### config.mk
export PLATFORM = sky130hd
export DESIGN_NAME = fbde_ctrl
export DESIGN_NICKNAME = d
export VERILOG_FILES = /design/src/hdl/fbde_pkg.sv /design/src/hdl/fbde_ctrl.sv
export SDC_FILE = /design/constraint.sdc
export NUM_CORES = 1
export LEC_CHECK = 0
export ABC_AREA = 1
export BUFFER_PORTS_ARGS = -buffer_cell sky130_fd_sc_hd__buf_2
export CAP_MARGIN = 10
export CORE_UTILIZATION = 49
export DETAILED_ROUTE_END_ITERATION = 8
export PLACE_DENSITY = 0.77
export RECOVER_POWER = 25
export SYNTH_ARGS = -nofsm -noshare
export SYNTH_HDL_FRONTEND = slang
export SYNTH_SLANG_ARGS = --single-unit
### constraint.sdc
create_clock -name clk_i -period 3.5 [get_ports clk_i]
set_input_delay 0.35 -clock clk_i [delete_from_list [all_inputs] [get_ports clk_i]]
set_output_delay 0.35 -clock clk_i [all_outputs]
set_load 0.02 [all_outputs]
### src/hdl/fbde_pkg.sv
// Shared constants, command codes and controller/datapath interface types
// for the monochrome framebuffer draw engine. No dependencies.
package fbde_pkg;

  localparam int unsigned SCREEN_WIDTH  = 128;
  localparam int unsigned SCREEN_HEIGHT = 64;
  localparam int unsigned PAGES         = (SCREEN_HEIGHT + 7) / 8;
  localparam int unsigned STORE_BYTES   = SCREEN_WIDTH * PAGES;
  localparam int unsigned ADDR_W        = $clog2(STORE_BYTES);

  localparam logic [3:0] OP_CLEAR      = 4'd0;
  localparam logic [3:0] OP_SET        = 4'd1;
  localparam logic [3:0] OP_READ       = 4'd2;
  localparam logic [3:0] OP_HSPAN      = 4'd3;
  localparam logic [3:0] OP_VSPAN      = 4'd4;
  localparam logic [3:0] OP_LINE       = 4'd5;
  localparam logic [3:0] OP_RECT       = 4'd6;
  localparam logic [3:0] OP_FILLRECT   = 4'd7;
  localparam logic [3:0] OP_CIRCLE     = 4'd8;
  localparam logic [3:0] OP_FILLCIRCLE = 4'd9;

  localparam logic [1:0] INK_WHITE  = 2'd0;
  localparam logic [1:0] INK_BLACK  = 2'd1;
  localparam logic [1:0] INK_INVERT = 2'd2;

  // Commands from the controller to the datapath.
  typedef struct packed {
    logic load;      // capture the command fields
    logic start;     // initialize the pixel walker
    logic clr_step;  // write one byte of a fill sweep
    logic clr_zero;  // the sweep writes zeros (reset clearing pass)
    logic rd_issue;  // read the byte of a pixel read
    logic rd_take;   // capture the read pixel bit
    logic eval;      // register the current candidate pixel
    logic write;     // write back the modified byte
    logic advance;   // step the walker to the next candidate
  } ctl_t;

  // Status from the datapath to the controller.
  typedef struct packed {
    logic [3:0] op;
    logic       empty;     // the shape covers no pixel at all
    logic       clr_last;  // sweep is at the final byte
    logic       hit;       // registered candidate is to be plotted
    logic       last;      // current candidate is the final one
    logic       result;
  } sts_t;

endpackage

### src/hdl/fbde_ctrl.sv
// Sequencing state machine of the draw engine and the result register.
// Depends on fbde_pkg.
module fbde_ctrl (
  input  logic           clk_i,
  input  logic           rst_ni,
  input  logic           in_valid_i,
  output logic           in_stall_o,
  output logic           out_valid_o,
  input  logic           out_stall_i,
  output logic           pixel_on_o,
  output fbde_pkg::ctl_t ctl_o,
  input  fbde_pkg::sts_t sts_i
);
  import fbde_pkg::*;

  typedef enum logic [9:0] {
    S_INIT  = 10'b00_0000_0001,
    S_IDLE  = 10'b00_0000_0010,
    S_START = 10'b00_0000_0100,
    S_CLR   = 10'b00_0000_1000,
    S_RD1   = 10'b00_0001_0000,
    S_RD2   = 10'b00_0010_0000,
    S_EVAL  = 10'b00_0100_0000,
    S_CHK   = 10'b00_1000_0000,
    S_WR    = 10'b01_0000_0000,
    S_FIN   = 10'b10_0000_0000
  } state_e;

  state_e state_q, state_d;
  logic   out_valid_q, out_valid_d;
  logic   pixel_on_q, pixel_on_d;
  logic   out_load;

  always_comb begin
    state_d = state_q;
    ctl_o   = '0;
    out_load = 1'b0;
    case (state_q)
      S_INIT: begin
        ctl_o.clr_step = 1'b1;
        ctl_o.clr_zero = 1'b1;
        if (sts_i.clr_last) state_d = S_IDLE;
      end
      S_IDLE: begin
        if (in_valid_i) begin
          ctl_o.load = 1'b1;
          state_d = S_START;
        end
      end
      S_START: begin
        ctl_o.start = 1'b1;
        case (sts_i.op)
          OP_CLEAR: state_d = S_CLR;
          OP_READ:  state_d = S_RD1;
          OP_SET, OP_HSPAN, OP_VSPAN, OP_LINE, OP_RECT,
          OP_FILLRECT, OP_CIRCLE, OP_FILLCIRCLE: begin
            state_d = sts_i.empty ? S_FIN : S_EVAL;
          end
          default: state_d = S_FIN;
        endcase
      end
      S_CLR: begin
        ctl_o.clr_step = 1'b1;
        if (sts_i.clr_last) state_d = S_FIN;
      end
      S_RD1: begin
        ctl_o.rd_issue = 1'b1;
        state_d = S_RD2;
      end
      S_RD2: begin
        ctl_o.rd_take = 1'b1;
        state_d = S_FIN;
      end
      S_EVAL: begin
        ctl_o.eval = 1'b1;
        state_d = S_CHK;
      end
      S_CHK: begin
        if (sts_i.hit) begin
          state_d = S_WR;
        end else begin
          ctl_o.advance = 1'b1;
          state_d = sts_i.last ? S_FIN : S_EVAL;
        end
      end
      S_WR: begin
        ctl_o.write   = 1'b1;
        ctl_o.advance = 1'b1;
        state_d = sts_i.last ? S_FIN : S_EVAL;
      end
      S_FIN: begin
        if (!out_valid_q || !out_stall_i) begin
          out_load = 1'b1;
          state_d = S_IDLE;
        end
      end
      default: state_d = S_INIT;
    endcase
  end

  always_comb begin
    out_valid_d = out_valid_q;
    pixel_on_d  = pixel_on_q;
    if (out_load) begin
      out_valid_d = 1'b1;
      pixel_on_d  = sts_i.result;
    end else if (out_valid_q && !out_stall_i) begin
      out_valid_d = 1'b0;
    end
  end

  always_ff @(posedge clk_i or negedge rst_ni) begin
    if (!rst_ni) begin
      state_q     <= S_INIT;
      out_valid_q <= 1'b0;
      pixel_on_q  <= 1'b0;
    end else begin
      state_q     <= state_d;
      out_valid_q <= out_valid_d;
      pixel_on_q  <= pixel_on_d;
    end
  end

  assign in_stall_o  = (state_q != S_IDLE);
  assign out_valid_o = out_valid_q;
  assign pixel_on_o  = pixel_on_q;

endmodule

==> results.py <==
metrics = {
    "logic_synthesis": {
        "synthDominantCellAreaShare": 0.3349,
        "part_of_the_yosys_area_used_for_sequential_elements": 0.3668,
        "synth_flop_cell": "sky130_fd_sc_hd__dfrtp_1",
        "yosysWarningCount": 0,
        "synth.net_count": 140,
        "number_of_synthesized_register_bits": 12,
        "post_synthesis_share_of_cell_area_spent_on_xor_and_xnor_gates": 0,
        "synth_edf_count": 0,
        "dominant_combinational_cell_family_by_area_after_synthesis": "simple AND/OR/NAND/NOR gates",
        "netlist.top_cell.by_area": "sky130_fd_sc_hd__dfrtp_1",
        "post_synth_num_cell_types": 16,
        "post_synth_main_area_contributors": "sky130_fd_sc_hd__dfrtp_1, sky130_fd_sc_hd__nand2_1, sky130_fd_sc_hd__inv_1",
        "post_synth_and_or_nand_nor_area_fraction": 0.4475,
        "synth_compound_gate_area_share": 0.03044,
        "postSynthCellCount": 127,
        "yosys-mux-area-fraction": 0.01370,
        "synth.most_common_cell": "sky130_fd_sc_hd__nand2_1",
        "synthesis.area_per_instance_um2": 6.473,
        "synth.cells.most_frequent": "sky130_fd_sc_hd__nand2_1, sky130_fd_sc_hd__inv_1, sky130_fd_sc_hd__nor2_1",
        "adder_and_majority_cell_fraction_of_the_synthesized_area": 0,
        "ys_async_sr_fraction": 1.000,
        "mappedNetlistArea_um2": 822.0,
    },
    "floorplan": {
        "ports": 25,
        "floorplan.rows": 14,
        "die_h_um": 42.96,
        "floorplan.die_area_mm2": 0.001846,
        "floorplan_core_area_mm2": 0.001541,
        "floorplan.die.width_um": 42.96,
        "floorplan.initialDensity": 0.5333,
    },
    "clocking": {
        "clock_insertion_delay_worst_skew_ns": 0.28,
        "tritoncts.num_buffers": 3,
        "cts.sink_count": 12,
        "cts.htree.levels": 1,
        "clock_tree.buffer_depth": 2,
        "root_buffer": "sky130_fd_sc_hd__clkbuf_4",
        "clk_transition_reported_paths_ns": 0.08,
        "tritoncts": "yes",
        "post_cts_resize_count": 0,
    },
    "power": {
        "p_leak_nw": 0.6889,
        "pwr_density_cell_mw_per_mm2": 556.0,
        "cell_internal_pwr_uw": 314.2,
        "total_power_uw": 560.0,
        "power.share.sequential": 0.323,
        "total_switching_power_uw": 245.8,
        "irDropWorstVdd_mv": 0.3037,
        "power.share.switching": 0.4389,
        "comb_power_share": 0.472,
        "clock_power_share": 0.205,
    },
    "global_routing": {
        "grt_use_total": 0.2323,
        "gr-total-overflow": 0,
        "first_pass_grt_wire_length_mm": 3.194,
        "largest_net_degree_at_the_start_of_global_routing": 13,
        "grt_antenna_before_repair": 0,
        "first_global_vias": 845,
    },
    "detailed_routing": {
        "drc": 0,
        "drt-initial-drc-count": 22,
        "via_per_inst": 5.029,
        "wire_per_inst_um": 10.73,
        "drt_first_pass_iters": 4,
        "final_wirelength_mm": 1.846,
        "via_count": 865,
        "drtAntennaViolNets": 0,
    },
    "critical_path": {
        "worst_r2r_startpoint": "state_q[1]",
        "crit_path_end_kind": "primary output",
        "worst_r2r_endpoint": "state_q[9]",
        "timing_worst_setup_path_type": "register to primary output",
        "launching_instance_or_port_of_the_critical_path": "state_q[3]",
        "reg2reg_setup_slack_ns": 2.00,
        "cp_max_fo": 5,
        "cp-endpoint": "ctl_o[0]",
        "critPathArrivalTime_ns": 1.53,
        "reg2regPathDepth": 10,
        "critical_path.startpoint_type": "register",
        "worstPathRequired_ns": 3.15,
    },
    "place": {
        "dpl.hpwl_mm": 1.465,
        "place.port_buffers": 24,
        "worst_slack_after_detailed_placement_ns": 1.930,
        "gpl.final_weighted_congestion": 0.8451,
    },
    "sta": {
        "min_period_over_period": 0.5376,
        "finalHoldViolCount": 0,
        "fin_tns_setup_ns": 0,
        "tightest_slew_ns": 0.6872,
        "timing.final.crit_period_ns": 1.882,
        "slew_violations": 0,
        "rsz0062_at_grt": "no",
        "maxSlewHeadroom": 0.5419,
        "highest_achievable_clock_rate_mhz": 531.5,
        "setup_viol_count_final": 0,
        "finClkSkew_ns": 0.004471,
        "post-route-worst-setup-slack_ns": 1.619,
    },
    "layout": {
        "nets": 170,
        "area.growth.synth_to_final_pct": 22.53,
        "layout-drive-gt1-share": 0.2628,
        "diodes_inserted": 0,
    },
    "hold_path": {
        "timing.hold.worst_path_depth": 2,
        "min-delay-path-class": "input pin to register",
    },
    "run": {
        "max-cap-violations": 0,
    },
    "run_status": {
        "outcome": "completed",
    },
}
final cells by class:
type | count | area [µm²]
Timing Repair Buffer | 25 | 128.9
Sequential cell | 12 | 301.5
Tap cell | 16 | 20.02
Inverter | 31 | 116.4
Multi-Input combinational cell | 84 | 404.1
Fill cell | 139 | 534.3
Clock buffer | 4 | 36.28
metrics by stage:
step	cell area, µm²	cells	hold WS, ns	utilization
after floorplan	822.0	127	0.05441	-
after global placement	962.2	167	0.2455	0.6242
after detailed placement	962.2	167	0.2482	0.6242
after CTS	1008	172	0.2692	0.6542
after global routing	1007	172	0.2736	0.6534
final	1007	172	0.2590	0.6534
per-layer routing:
layer / share of wire / GRT usage / up-vias
met5: 0 / 0 / -
met4: 0.035 / 0.1212 / 0
met3: 0.062 / 0.02553 / 10
met2: 0.50 / 0.4242 / 41
met1: 0.40 / 0.2608 / 381
li1: - / - / 433
cells in the final DEF, fill, tap and decap left out, drive strengths merged:
cell,count
nand2,37
inv,31
nor2,29
buf,23
dfrtp,11
nand3,9
clkbuf,5
nand4,4
o21ai,3
mux2,1
o22ai,1
dlygate4sd3,1
dfstp,1
what timing repair did:
item                                    4_1_cts  5_1_grt
endpoints found under the hold margin        11        0
endpoints found under the setup margin        0        0
hold buffers                                  1        0
setup buffers                                 0        0
worst min path at each step:
| stage | startpoint | slack (ns) | endpoint |
|---|---|---|---|
| 3_3_place_gp | rst_ni | 0.25 | pixel_on_o |
| 5_1_grt | sts_i[6] | 0.27 | state_q[3] |
| 4_1_cts | sts_i[6] | 0.27 | state_q[3] |
| 6_report | sts_i[6] | 0.26 | state_q[3] |
| 2_1_floorplan | rst_ni | 0.05 | out_valid_o |
| 3_5_place_dp | rst_ni | 0.25 | pixel_on_o |
cells by family after synthesis:
| family | Yosys count |
|---|---|
| and+or+nand+nor | 79 |
| buffers and inverters | 31 |
| DFF | 12 |
| AOI/OAI and AO/OA | 4 |
| muxes | 1 |
sequential cells by signal (all words and copies together) (netlist names):
register,flops
pixel_on_o,1
out_valid_o,1
state_q,10
power groups by stage:
| stage | Sequential [mW] | Combinational, mW | Clock [mW] |
|---|---|---|---|
| 2_1_floorplan | 0.183 | 0.193 | 0 |
| 3_3_place_gp | 0.182 | 0.254 | 0 |
| 3_5_place_dp | 0.183 | 0.262 | 0 |
| 4_1_cts | 0.180 | 0.266 | 0.113 |
| 5_1_grt | 0.183 | 0.299 | 0.120 |
| 6_report | 0.181 | 0.265 | 0.115 |
worst max-delay path, cell delays in order, from the launching register on:
cell                      delay, ns
sky130_fd_sc_hd__dfrtp_1       0.43
sky130_fd_sc_hd__nor2_4        0.21
sky130_fd_sc_hd__nand2_4       0.09
sky130_fd_sc_hd__nor2_4        0.11
sky130_fd_sc_hd__nand2_1       0.13
sky130_fd_sc_hd__nand2_2       0.11
sky130_fd_sc_hd__buf_2         0.17
(Power assumes the default switching activity.)
